`src/design/pee_pkg.sv`:
```
// Shared types, constants and character codes for the expression evaluator.
// Used by the front end, the back end and the top level.
package pee_pkg;
  localparam int STACK_DEPTH = 16;
  localparam int VALUE_WIDTH = 32;
  localparam int SP_W = $clog2(STACK_DEPTH);
  localparam int CNT_W = $clog2(STACK_DEPTH + 1);
  localparam int FQ_DEPTH = 2;

  localparam logic [7:0] CH_SPACE = 8'h20;
  localparam logic [7:0] CH_LPAR = 8'h28;
  localparam logic [7:0] CH_RPAR = 8'h29;
  localparam logic [7:0] CH_MUL = 8'h2a;
  localparam logic [7:0] CH_ADD = 8'h2b;
  localparam logic [7:0] CH_SUB = 8'h2d;
  localparam logic [7:0] CH_DIV = 8'h2f;
  localparam logic [7:0] CH_REM = 8'h25;
  localparam logic [7:0] CH_ZERO = 8'h30;
  localparam logic [7:0] CH_NINE = 8'h39;

  typedef enum logic [2:0] {
    OP_ADD = 3'd0, OP_SUB = 3'd1, OP_MUL = 3'd2, OP_DIV = 3'd3, OP_REM = 3'd4
  } op_t;

  localparam logic [2:0] ST_OK = 3'd0;
  localparam logic [2:0] ST_UNDER = 3'd1;
  localparam logic [2:0] ST_OVER = 3'd2;
  localparam logic [2:0] ST_DIVZERO = 3'd3;
  localparam logic [2:0] ST_DIVOVF = 3'd4;
  localparam logic [2:0] ST_BADCHAR = 3'd5;

  // Token kinds handed from the classifier to the executor.
  typedef enum logic [2:0] {
    TK_NONE = 3'd0, TK_DIGIT = 3'd1, TK_OP = 3'd2, TK_MINUS = 3'd3,
    TK_CLOSE = 3'd4, TK_SEP = 3'd5, TK_BAD = 3'd6
  } tok_t;

  typedef struct packed {
    tok_t kind;
    op_t op;
    logic [3:0] digit;
    logic space;
    logic last;
  } token_t;

  localparam int TOKEN_W = $bits(token_t);
endpackage

```
`src/design/pee_ram.sv`:
```
// Generic RAM with one write port and one read port, registered read.
// No package dependency.
module pee_ram #(
  parameter int WIDTH = 8,
  parameter int DEPTH = 16
) (
  input  logic                     clk,
  input  logic                     we,
  input  logic [$clog2(DEPTH)-1:0] addr,
  input  logic [WIDTH-1:0]         wdata,
  input  logic [$clog2(DEPTH)-1:0] raddr,
  output logic [WIDTH-1:0]         rdata
);
  logic [WIDTH-1:0] mem [DEPTH];

  always_ff @(posedge clk) begin
    if (we) begin
      mem[addr] <= wdata;
    end
    rdata <= mem[raddr];
  end
endmodule

```
`src/design/pee_front.sv`:
```
// Front end: classifies characters into tokens and queues them.
// Depends on pee_pkg.
module pee_front import pee_pkg::*; (
  input  logic       clk,
  input  logic       rst_n,
  input  logic       push,
  output logic       full,
  input  logic [7:0] ch,
  input  logic       last,
  output logic       tok_valid,
  output token_t     tok,
  input  logic       tok_take
);
  localparam int QP_W = $clog2(FQ_DEPTH);

  token_t q_r [FQ_DEPTH];
  logic [QP_W-1:0] wp_r, rp_r;
  logic [QP_W:0] cnt_r;
  token_t t;
  logic acc, take;

  always_comb begin
    t.kind = TK_BAD;
    t.op = OP_ADD;
    t.digit = 4'(ch - CH_ZERO);
    t.space = (ch == CH_SPACE);
    t.last = last;
    if (ch >= CH_ZERO && ch <= CH_NINE) begin
      t.kind = TK_DIGIT;
    end else begin
      case (ch)
        CH_SPACE, CH_LPAR: t.kind = TK_SEP;
        CH_ADD: begin t.kind = TK_OP; t.op = OP_ADD; end
        CH_MUL: begin t.kind = TK_OP; t.op = OP_MUL; end
        CH_DIV: begin t.kind = TK_OP; t.op = OP_DIV; end
        CH_REM: begin t.kind = TK_OP; t.op = OP_REM; end
        CH_SUB: t.kind = TK_MINUS;
        CH_RPAR: t.kind = TK_CLOSE;
        default: t.kind = TK_BAD;
      endcase
    end
  end

  assign full = (cnt_r == (QP_W+1)'(FQ_DEPTH));
  assign acc = push && !full;
  assign tok_valid = (cnt_r != '0);
  assign take = tok_take && tok_valid;
  assign tok = q_r[rp_r];

  always_ff @(posedge clk) begin
    if (acc) begin
      q_r[wp_r] <= t;
    end
    if (!rst_n) begin
      wp_r <= '0;
      rp_r <= '0;
      cnt_r <= '0;
    end else begin
      if (acc) wp_r <= (wp_r == QP_W'(FQ_DEPTH-1)) ? '0 : wp_r + 1'b1;
      if (take) rp_r <= (rp_r == QP_W'(FQ_DEPTH-1)) ? '0 : rp_r + 1'b1;
      cnt_r <= cnt_r + (QP_W+1)'(acc) - (QP_W+1)'(take);
    end
  end
endmodule

```
`src/design/pee_div.sv`:
```
// Radix-2 restoring divider on magnitudes, one quotient bit per cycle.
// Depends on pee_pkg.
module pee_div import pee_pkg::*; (
  input  logic                   clk,
  input  logic                   rst_n,
  input  logic                   start,
  input  logic [VALUE_WIDTH-1:0] dvd,
  input  logic [VALUE_WIDTH-1:0] dvs,
  output logic                   done,
  output logic [VALUE_WIDTH-1:0] quo,
  output logic [VALUE_WIDTH-1:0] rem
);
  localparam int CW = $clog2(VALUE_WIDTH + 1);
  logic [VALUE_WIDTH-1:0] q_r, d_r;
  logic [VALUE_WIDTH:0] r_r, trial;
  logic [CW-1:0] n_r;
  logic busy_r;

  assign trial = {r_r[VALUE_WIDTH-1:0], q_r[VALUE_WIDTH-1]} - {1'b0, d_r};
  assign quo = q_r;
  assign rem = r_r[VALUE_WIDTH-1:0];

  always_ff @(posedge clk) begin
    if (!rst_n) begin
      busy_r <= 1'b0;
      done <= 1'b0;
    end else begin
      done <= 1'b0;
      if (start) begin
        busy_r <= 1'b1;
        q_r <= dvd;
        d_r <= dvs;
        r_r <= '0;
        n_r <= CW'(VALUE_WIDTH);
      end else if (busy_r) begin
        if (trial[VALUE_WIDTH]) begin
          r_r <= {r_r[VALUE_WIDTH-1:0], q_r[VALUE_WIDTH-1]};
          q_r <= {q_r[VALUE_WIDTH-2:0], 1'b0};
        end else begin
          r_r <= trial;
          q_r <= {q_r[VALUE_WIDTH-2:0], 1'b1};
        end
        n_r <= n_r - 1'b1;
        if (n_r == CW'(1)) begin
          busy_r <= 1'b0;
          done <= 1'b1;
        end
      end
    end
  end
endmodule

```
`src/design/pee_back.sv`:
```
// Back end: executes tokens on the value and operator stacks.
// Depends on pee_pkg, pee_ram and pee_div.
module pee_back import pee_pkg::*; (
  input  logic        clk,
  input  logic        rst_n,
  input  logic        tok_valid,
  input  token_t      tok,
  output logic        tok_take,
  output logic        empty,
  input  logic        pop,
  output logic [31:0] value,
  output logic [2:0]  status
);
  localparam logic [VALUE_WIDTH-1:0] VSIGN = {1'b1, {(VALUE_WIDTH-1){1'b0}}};

  typedef enum logic [3:0] {
    S_TOK, S_RD1, S_RD2, S_EXEC, S_MUL, S_DIV, S_PUSHR, S_FIN, S_FINRD
  } state_t;

  state_t st_r;
  logic [CNT_W-1:0] vc_r, oc_r;
  logic [VALUE_WIDTH-1:0] acc_r, a_r, b_r, res_r;
  logic innum_r, neg_r, minus_r;
  logic [2:0] err_r;
  logic last_r;
  op_t op_r;
  logic [31:0] oval_r;
  logic [2:0] ostat_r;
  logic ofull_r;

  logic v_we, o_we;
  logic [SP_W-1:0] v_addr, v_raddr, o_addr, o_raddr;
  logic [VALUE_WIDTH-1:0] v_wdata, v_rdata;
  logic [2:0] o_rdata;
  logic [2:0] o_wdata;

  logic dstart, ddone;
  logic [VALUE_WIDTH-1:0] dq, dr, ma, mb;

  pee_ram #(.WIDTH(VALUE_WIDTH), .DEPTH(STACK_DEPTH)) u_vram (
    .clk, .we(v_we), .addr(v_addr), .wdata(v_wdata), .raddr(v_raddr), .rdata(v_rdata)
  );
  pee_ram #(.WIDTH(3), .DEPTH(STACK_DEPTH)) u_oram (
    .clk, .we(o_we), .addr(o_addr), .wdata(o_wdata), .raddr(o_raddr), .rdata(o_rdata)
  );

  assign ma = a_r[VALUE_WIDTH-1] ? -a_r : a_r;
  assign mb = b_r[VALUE_WIDTH-1] ? -b_r : b_r;
  pee_div u_div (
    .clk, .rst_n, .start(dstart), .dvd(ma), .dvs(mb), .done(ddone), .quo(dq), .rem(dr)
  );

  assign empty = !ofull_r;
  assign value = oval_r;
  assign status = ostat_r;

  // Full-width numeric of the closed literal.
  logic [VALUE_WIDTH-1:0] litv, acc10;
  assign litv = neg_r ? -acc_r : acc_r;
  assign acc10 = (acc_r << 3) + (acc_r << 1);

  // Token step: combinational decisions on one token.
  logic tk_go, tk_hold, fin_go;
  assign tk_go = (st_r == S_TOK) && tok_valid;
  // Hold the token in the queue after closing a literal or pushing a pending sub.
  assign tk_hold = (err_r == ST_OK) && (tok.kind != TK_DIGIT) &&
                   ((minus_r && !tok.space && oc_r < CNT_W'(STACK_DEPTH)) ||
                    (!minus_r && innum_r && vc_r < CNT_W'(STACK_DEPTH)));
  assign tok_take = tk_go && !tk_hold;
  assign fin_go = (st_r == S_FINRD) && !last_r && (!ofull_r || pop);

  always_comb begin
    v_we = 1'b0;
    o_we = 1'b0;
    v_addr = vc_r[SP_W-1:0];
    v_wdata = litv;
    o_addr = oc_r[SP_W-1:0];
    o_wdata = OP_SUB;
    v_raddr = vc_r[SP_W-1:0] - 1'b1;
    o_raddr = oc_r[SP_W-1:0] - 1'b1;
    dstart = 1'b0;
    if (st_r == S_RD1) v_raddr = vc_r[SP_W-1:0] - SP_W'(2);
    if (st_r == S_MUL && (op_r == OP_DIV || op_r == OP_REM) && b_r != '0 &&
        !(a_r == VSIGN && b_r == '1)) dstart = 1'b1;
    if (st_r == S_PUSHR) begin
      v_we = (vc_r < CNT_W'(STACK_DEPTH));
      v_wdata = res_r;
    end
    if (tk_go && err_r == ST_OK) begin
      if (minus_r) begin
        if (tok.kind != TK_DIGIT) begin
          o_we = (oc_r < CNT_W'(STACK_DEPTH));
        end
      end else if (innum_r && tok.kind != TK_DIGIT) begin
        v_we = (vc_r < CNT_W'(STACK_DEPTH));
      end else if (tok.kind == TK_OP) begin
        o_we = (oc_r < CNT_W'(STACK_DEPTH));
        o_wdata = tok.op;
      end
    end
    if (st_r == S_FIN && err_r == ST_OK) begin
      if (minus_r) o_we = (oc_r < CNT_W'(STACK_DEPTH));
      else if (innum_r) v_we = (vc_r < CNT_W'(STACK_DEPTH));
    end
  end

  always_ff @(posedge clk) begin
    if (!rst_n) begin
      st_r <= S_TOK;
      vc_r <= '0;
      oc_r <= '0;
      acc_r <= '0;
      innum_r <= 1'b0;
      neg_r <= 1'b0;
      minus_r <= 1'b0;
      err_r <= ST_OK;
      ofull_r <= 1'b0;
      last_r <= 1'b0;
    end else begin
      if (fin_go) ofull_r <= 1'b1;
      else if (pop && ofull_r) ofull_r <= 1'b0;
      case (st_r)
        S_TOK: begin
          if (tk_go) begin
            last_r <= tok.last;
            // Minus pending: a digit opens a negative literal, anything else pushes sub.
            if (err_r != ST_OK) begin
              if (tok.last) st_r <= S_FIN;
            end else if (minus_r) begin
              minus_r <= 1'b0;
              if (tok.kind == TK_DIGIT) begin
                innum_r <= 1'b1;
                neg_r <= 1'b1;
                acc_r <= VALUE_WIDTH'(tok.digit);
                if (tok.last) st_r <= S_FIN;
              end else begin
                if (oc_r < CNT_W'(STACK_DEPTH)) oc_r <= oc_r + 1'b1;
                else err_r <= ST_OVER;
                if (tok.space || oc_r >= CNT_W'(STACK_DEPTH)) begin
                  if (tok.last) st_r <= S_FIN;
                end else begin
                  st_r <= S_TOK;
                  // Re-run the same token as an ordinary one: hold it in the queue.
                end
              end
            end else if (innum_r && tok.kind == TK_DIGIT) begin
              acc_r <= acc10 + VALUE_WIDTH'(tok.digit);
              if (tok.last) st_r <= S_FIN;
            end else if (innum_r) begin
              innum_r <= 1'b0;
              neg_r <= 1'b0;
              acc_r <= '0;
              if (vc_r < CNT_W'(STACK_DEPTH)) begin
                vc_r <= vc_r + 1'b1;
              end else begin
                err_r <= ST_OVER;
                if (tok.last) st_r <= S_FIN;
              end
            end else begin
              case (tok.kind)
                TK_DIGIT: begin
                  innum_r <= 1'b1;
                  neg_r <= 1'b0;
                  acc_r <= VALUE_WIDTH'(tok.digit);
                end
                TK_OP: begin
                  if (oc_r < CNT_W'(STACK_DEPTH)) oc_r <= oc_r + 1'b1;
                  else err_r <= ST_OVER;
                end
                TK_MINUS: minus_r <= 1'b1;
                TK_SEP: ;
                TK_CLOSE: begin
                  if (oc_r == '0 || vc_r < CNT_W'(2)) err_r <= ST_UNDER;
                  else st_r <= S_RD1;
                end
                default: err_r <= ST_BADCHAR;
              endcase
              if (tok.last && !(tok.kind == TK_CLOSE && oc_r != '0 && vc_r >= CNT_W'(2)))
                st_r <= S_FIN;
            end
          end
        end
        S_RD1: st_r <= S_RD2;
        S_RD2: begin
          a_r <= v_rdata;
          op_r <= op_t'(o_rdata);
          oc_r <= oc_r - 1'b1;
          st_r <= S_EXEC;
        end
        S_EXEC: begin
          b_r <= v_rdata;
          vc_r <= vc_r - CNT_W'(2);
          st_r <= S_MUL;
        end
        S_MUL: begin
          case (op_r)
            OP_ADD: begin res_r <= a_r + b_r; st_r <= S_PUSHR; end
            OP_SUB: begin res_r <= a_r - b_r; st_r <= S_PUSHR; end
            OP_MUL: begin res_r <= a_r * b_r; st_r <= S_PUSHR; end
            OP_DIV, OP_REM: begin
              if (b_r == '0) begin
                err_r <= ST_DIVZERO;
                st_r <= last_r ? S_FIN : S_TOK;
              end else if (a_r == VSIGN && b_r == '1) begin
                err_r <= ST_DIVOVF;
                st_r <= last_r ? S_FIN : S_TOK;
              end else begin
                st_r <= S_DIV;
              end
            end
            default: begin res_r <= b_r; st_r <= S_PUSHR; end
          endcase
        end
        S_DIV: begin
          if (ddone) begin
            if (op_r == OP_DIV)
              res_r <= (a_r[VALUE_WIDTH-1] != b_r[VALUE_WIDTH-1]) ? -dq : dq;
            else
              res_r <= a_r[VALUE_WIDTH-1] ? -dr : dr;
            st_r <= S_PUSHR;
          end
        end
        S_PUSHR: begin
          if (vc_r < CNT_W'(STACK_DEPTH)) vc_r <= vc_r + 1'b1;
          else err_r <= ST_OVER;
          st_r <= last_r ? S_FIN : S_TOK;
        end
        S_FIN: begin
          if (err_r == ST_OK) begin
            if (minus_r) begin
              minus_r <= 1'b0;
              if (oc_r < CNT_W'(STACK_DEPTH)) oc_r <= oc_r + 1'b1;
              else err_r <= ST_OVER;
            end else if (innum_r) begin
              innum_r <= 1'b0;
              if (vc_r < CNT_W'(STACK_DEPTH)) vc_r <= vc_r + 1'b1;
              else err_r <= ST_OVER;
            end
          end
          st_r <= S_FINRD;
        end
        S_FINRD: begin
          // read issued with vc_r settled; data lands next cycle
          if (last_r) begin
            last_r <= 1'b0;
          end else if (fin_go) begin
            if (err_r != ST_OK) begin
              ostat_r <= err_r;
              oval_r <= '0;
            end else if (vc_r == '0) begin
              ostat_r <= ST_UNDER;
              oval_r <= '0;
            end else begin
              ostat_r <= ST_OK;
              oval_r <= 32'($signed(v_rdata));
            end
            vc_r <= '0;
            oc_r <= '0;
            acc_r <= '0;
            neg_r <= 1'b0;
            innum_r <= 1'b0;
            minus_r <= 1'b0;
            err_r <= ST_OK;
            st_r <= S_TOK;
          end
        end
        default: st_r <= S_TOK;
      endcase
    end
  end
endmodule

```
`src/design/parenthesized_expression_evaluator.sv`:
```
// Top level: fully parenthesized integer expression evaluator, two stacks.
// Depends on pee_pkg, pee_front, pee_back.
// Accepts one character per cycle while the token queue is not full; a character ending
// a literal, or a non-space after '-', is held and re-run, and a ')' stalls the back end
// through its read, execute and push states, with the divider for '/' or '%'.
// Reset: rst_n empties the token queue, the result register and both stacks.
module parenthesized_expression_evaluator import pee_pkg::*; (
  input  logic        clk,
  input  logic        rst_n,
  input  logic        push,
  output logic        full,
  input  logic [7:0]  in_ch,
  input  logic        in_last,
  output logic        empty,
  input  logic        pop,
  output logic [31:0] out_value,
  output logic [2:0]  out_status
);
  logic tok_valid, tok_take;
  token_t tok;

  pee_front u_front (
    .clk, .rst_n, .push, .full, .ch(in_ch), .last(in_last),
    .tok_valid, .tok, .tok_take
  );
  pee_back u_back (
    .clk, .rst_n, .tok_valid, .tok, .tok_take,
    .empty, .pop, .value(out_value), .status(out_status)
  );
endmodule

```
`config.mk`:
```
export PLATFORM = sky130hd
export DESIGN_NAME = parenthesized_expression_evaluator
export DESIGN_NICKNAME = d
export VERILOG_FILES = /design/src/design/pee_pkg.sv /design/src/design/pee_ram.sv /design/src/design/pee_front.sv /design/src/design/pee_div.sv /design/src/design/pee_back.sv /design/src/design/parenthesized_expression_evaluator.sv
export SDC_FILE = /design/constraint.sdc
export NUM_CORES = 2
export LEC_CHECK = 0
export CAP_MARGIN = 30
export CORE_ASPECT_RATIO = 0.7
export CORE_MARGIN = 5
export CORE_UTILIZATION = 30
export CTS_CLUSTER_SIZE = 10
export DETAILED_ROUTE_END_ITERATION = 16
export DONT_BUFFER_PORTS = 1
export PLACE_DENSITY = 0.55
export SYNTH_ARGS = -nofsm -noshare
export SYNTH_HDL_FRONTEND = slang
export SYNTH_SLANG_ARGS = --single-unit
```
`constraint.sdc`:
```
create_clock -name clk -period 19.31 [get_ports clk]
set_input_delay 3.862 -clock clk [delete_from_list [all_inputs] [get_ports clk]]
set_output_delay 3.862 -clock clk [all_outputs]
set_load 0.03 [all_outputs]
```
==> metrics.csv <==
stage,metric,value,unit
run_status,outcome,finished clean,
clocking,CTS hold repair buffers,0,
floorplanning,Starting Density,30.1,%
clocking,Max clock buf depth,3,
drt,via count,40600,
yosys,Yosys top cell area share,40.4,%
pwr,leakage,25.1,nW
clocking,CTS sink count,916,
worst_setup_path,Critical Path AT,8880,ps
worst_setup_path,worst path required time,19840,ps
global_routing,global-route wire length before repair,266000,µm
yosys,syn_nets,5897,
sta,Rel. slew slack,28.3,%
pwr,peak supply drop,564,µV
sta,worst clock skew,98.3,ps
place,gpl congestion,0.893,
yosys,mean area per synthesized cell,11.7,µm²
sta,post-route clock period utilization,43.2,%
worst_setup_path,crit path kind,flop to flop,
yosys,asr flop ratio synth,0,%
worst_setup_path,CP endpoint kind,flop,
worst_setup_path,slowest CP cell,edfxtp_1,
floorplanning,die area,212000,µm²
yosys,Post-Syn Instances,5199,
drt,wire length per cell,22.9,µm
worst_setup_path,CP max FO,18,
yosys,"Top FF cell, synth",edfxtp_1,
clocking,post_cts resized,0,
clocking,CTS tree,done,
sta,# setup viols final,0,
global_routing,largest net degree at the start of global routing,93,
yosys,"EDFF count, synth",820,
drt,initial detailed-routing violation count,4482,
worst_setup_path,WP buf/inv,2,
floorplanning,Die Width,548,µm
flow_run,max_cap viols,0,
floorplanning,core region area,202000,µm²
yosys,post-synthesis register bit count,916,
worst_setup_path,slowest cell delay on critical path,850,ps
drt,final wirelength,180000,µm
sta,Fmax,120,MHz
drt,Post-route DRC,0,
place,Placement Cell Area,64300,µm²
sta,minimum clock period,8340,ps
clocking,worst skew pair latency,760,ps
global_routing,vias in the first global route,39500,
pwr,PD cells,185,nW/µm²
worst_setup_path,Crit path top cell by count,fa_1,
sta,"Hold Vio Cnt, Final",0,
drt,Vias/cell,5.15,
sta,Final Max Tran Viols,0,
place,Buffers on Ports,0,
sta,unrepaired setup endpoints after global routing,no,
clocking,Post-CTS Setup Bufs,0,
sta,setup TNS,0,ps
final_layout,layout cells sized above 1,9.12,%
drt,post-route ant nets,0,
yosys,Post-Syn Area,60900,µm²
yosys,"top cells by area, synth","edfxtp_1, fa_1, ha_1, mux4_2, and2_1",
clocking,H-tree Lvls,3,
clocking,clock root buffer,clkbuf_16,
yosys,warning count from the yosys run,0,
min_path,Hold WC Path Type,flop to flop,
worst_setup_path,startpoint types,flop,
yosys,register area share after synthesis,43.6,%
floorplanning,IO Count,50,
final_layout,area delta synth->final,10.8,%
yosys,Yosys top cell by area,edfxtp_1,
drt,TritonRoute pass-1 iters,7,
place,Post-DP HPWL,122000,µm
yosys,Cell variety after synth,93,
global_routing,initial antenna violation count,6,
clocking,clock transition at the registers of the reported paths,70,ps
worst_setup_path,critical path's top delay family,adder cells,
clocking,Num CTS Buffers,103,
floorplanning,Die Ht,387,µm
sta,Worst Tran Pin Value,1070,ps
final_layout,fin area,67500,µm²
floorplanning,# rows,138,
worst_setup_path,worst path cell trace,"and2_1, fa_1, inv_1, fa_1, fa_1, fa_1, inv_1, fa_1, fa_1, fa_1, fa_1, ha_1, and4_1, nand3_1, nor2_1, a2111oi_0, a21boi_0, o31ai_1, nand2b_1, a2111oi_0, a31oi_1, a32oi_1",
global_routing,total track usage,16.6,%
final_layout,Total Nets Final,5844,
global_routing,total grt overflow,0,
logic make-up (layout without fill, tap and decap cells):
kind of cell	Yosys count	after routing	synth area share [%]
buffers and inverters	764	793	4.81
AND/OR/NAND/NOR	1454	1454	12.0
XOR/XNOR	349	349	5.05
flip-flops	916	916	43.6
multiplexers	229	229	6.73
adder cells (fa/ha/maj)	685	685	19.2
AO/OA/AOI/OAI	802	802	8.61
other	0	3	0
cell type report:
cell class | instances | area (µm²)
Fill cell | 20000 | 135000
Inverter | 478 | 1790
Clock inverter | 12 | 201
Multi-Input combinational cell | 3519 | 31700
Timing Repair Buffer | 128 | 1080
Antenna cell | 3 | 7.51
Clock buffer | 175 | 2850
Sequential cell | 916 | 26500
Tap cell | 2660 | 3330
power by group:
part           switching, mW  leakage, nW  internal (mW)
clock                  0.811         1.44           1.00
sequential             0.147         7.76           2.31
combinational           4.80         15.9           3.40
routing by layer:
layer | routed length, µm | GRT usage (%) | vias to the layer above
li1 | - | - | 18100
met2 | 70400 | 22.1 | 1736
met3 | 19400 | 5.12 | 214
met1 | 86600 | 26.0 | 20600
met4 | 3950 | 3.55 | 0
met5 | 0 | 0 | -
path summary, 6_finish.rpt:
kind                      startpoint          endpoint  slack (ps)  cells past startpoint
max                   u_back.a_r[20]  u_back.res_r[31]       10970                     22
min          u_back.u_vram.rdata[24]    u_back.b_r[24]         480                      0
max reg2reg           u_back.a_r[20]  u_back.res_r[31]       10970                     22
min reg2reg  u_back.u_vram.rdata[24]    u_back.b_r[24]         480                      0
stage by stage:
step	worst slack (ps)	power [mW]	hold slack, ps	cells	util, %
finish	10970	12.5	478	7891	33.4
detailed placement	10860	10.5	448	7694	31.8
global placement	10870	10.5	462	7680	31.7
CTS	10770	12.4	472	7881	33.3
global route	10570	13.4	489	7890	33.4
floorplan	10710	8.08	386	5199	-
Yosys cell counts (all sizes together), types with 24 or more instances:
cell type and instances:
edfxtp 820, inv 478, nand2 456, fa 413, and2 356, ha 272
nor2 268, clkbuf 236, a21oi 214, xnor2 207, o21ai 179, mux4 143
xor2 142, dfxtp 96, nor2b 89, mux2i 78, a211oi 61, o31ai 59
nor3 51, a21o 50, buf 50, nand2b 45, nand3 40, or3 39
a22oi 29, o41ai 26, or4 25, o21a 24
layout by cell type, fill, tap and decap left out, types with 141 or more instances in the layout:
cell type    n
edfxtp_1   820
inv_1      478
nand2_1    456
fa_1       413
and2_1     354
ha_1       272
nor2_1     251
a21oi_1    213
xnor2_1    205
o21ai_0    152
mux4_2     143
xor2_1     141
worst register-to-register path: cells and delay by family (launching register included):
| family | cells | cell delay (ps) |
|---|---|---|
| simple gates | 5 | 820 |
| fa+ha+maj | 9 | 4270 |
| buf+inv | 2 | 130 |
| flops | 1 | 850 |
| compound gates | 6 | 2050 |
registers in the layout, indices dropped and copies added (netlist names), 2 cells and up, named ones only:
signal	count
u_back.status	3
u_back.u_oram.rdata	3
u_back.u_div.d_r	32
u_back.a_r	32
u_back.acc_r	32
u_back.value	32
u_front.cnt_r	2
u_front.q_r	24
u_back.u_vram.mem	512
u_back.u_oram.mem	48
u_back.u_div.quo	32
u_back.u_vram.rdata	32
u_back.u_div.n_r	6
u_back.st_r	4
u_back.op_r	3
u_back.res_r	32
u_back.u_div.r_r	32
u_back.err_r	3
u_back.vc_r	5
u_back.oc_r	5
u_back.b_r	32
Power figures use the tool's default switching activity.
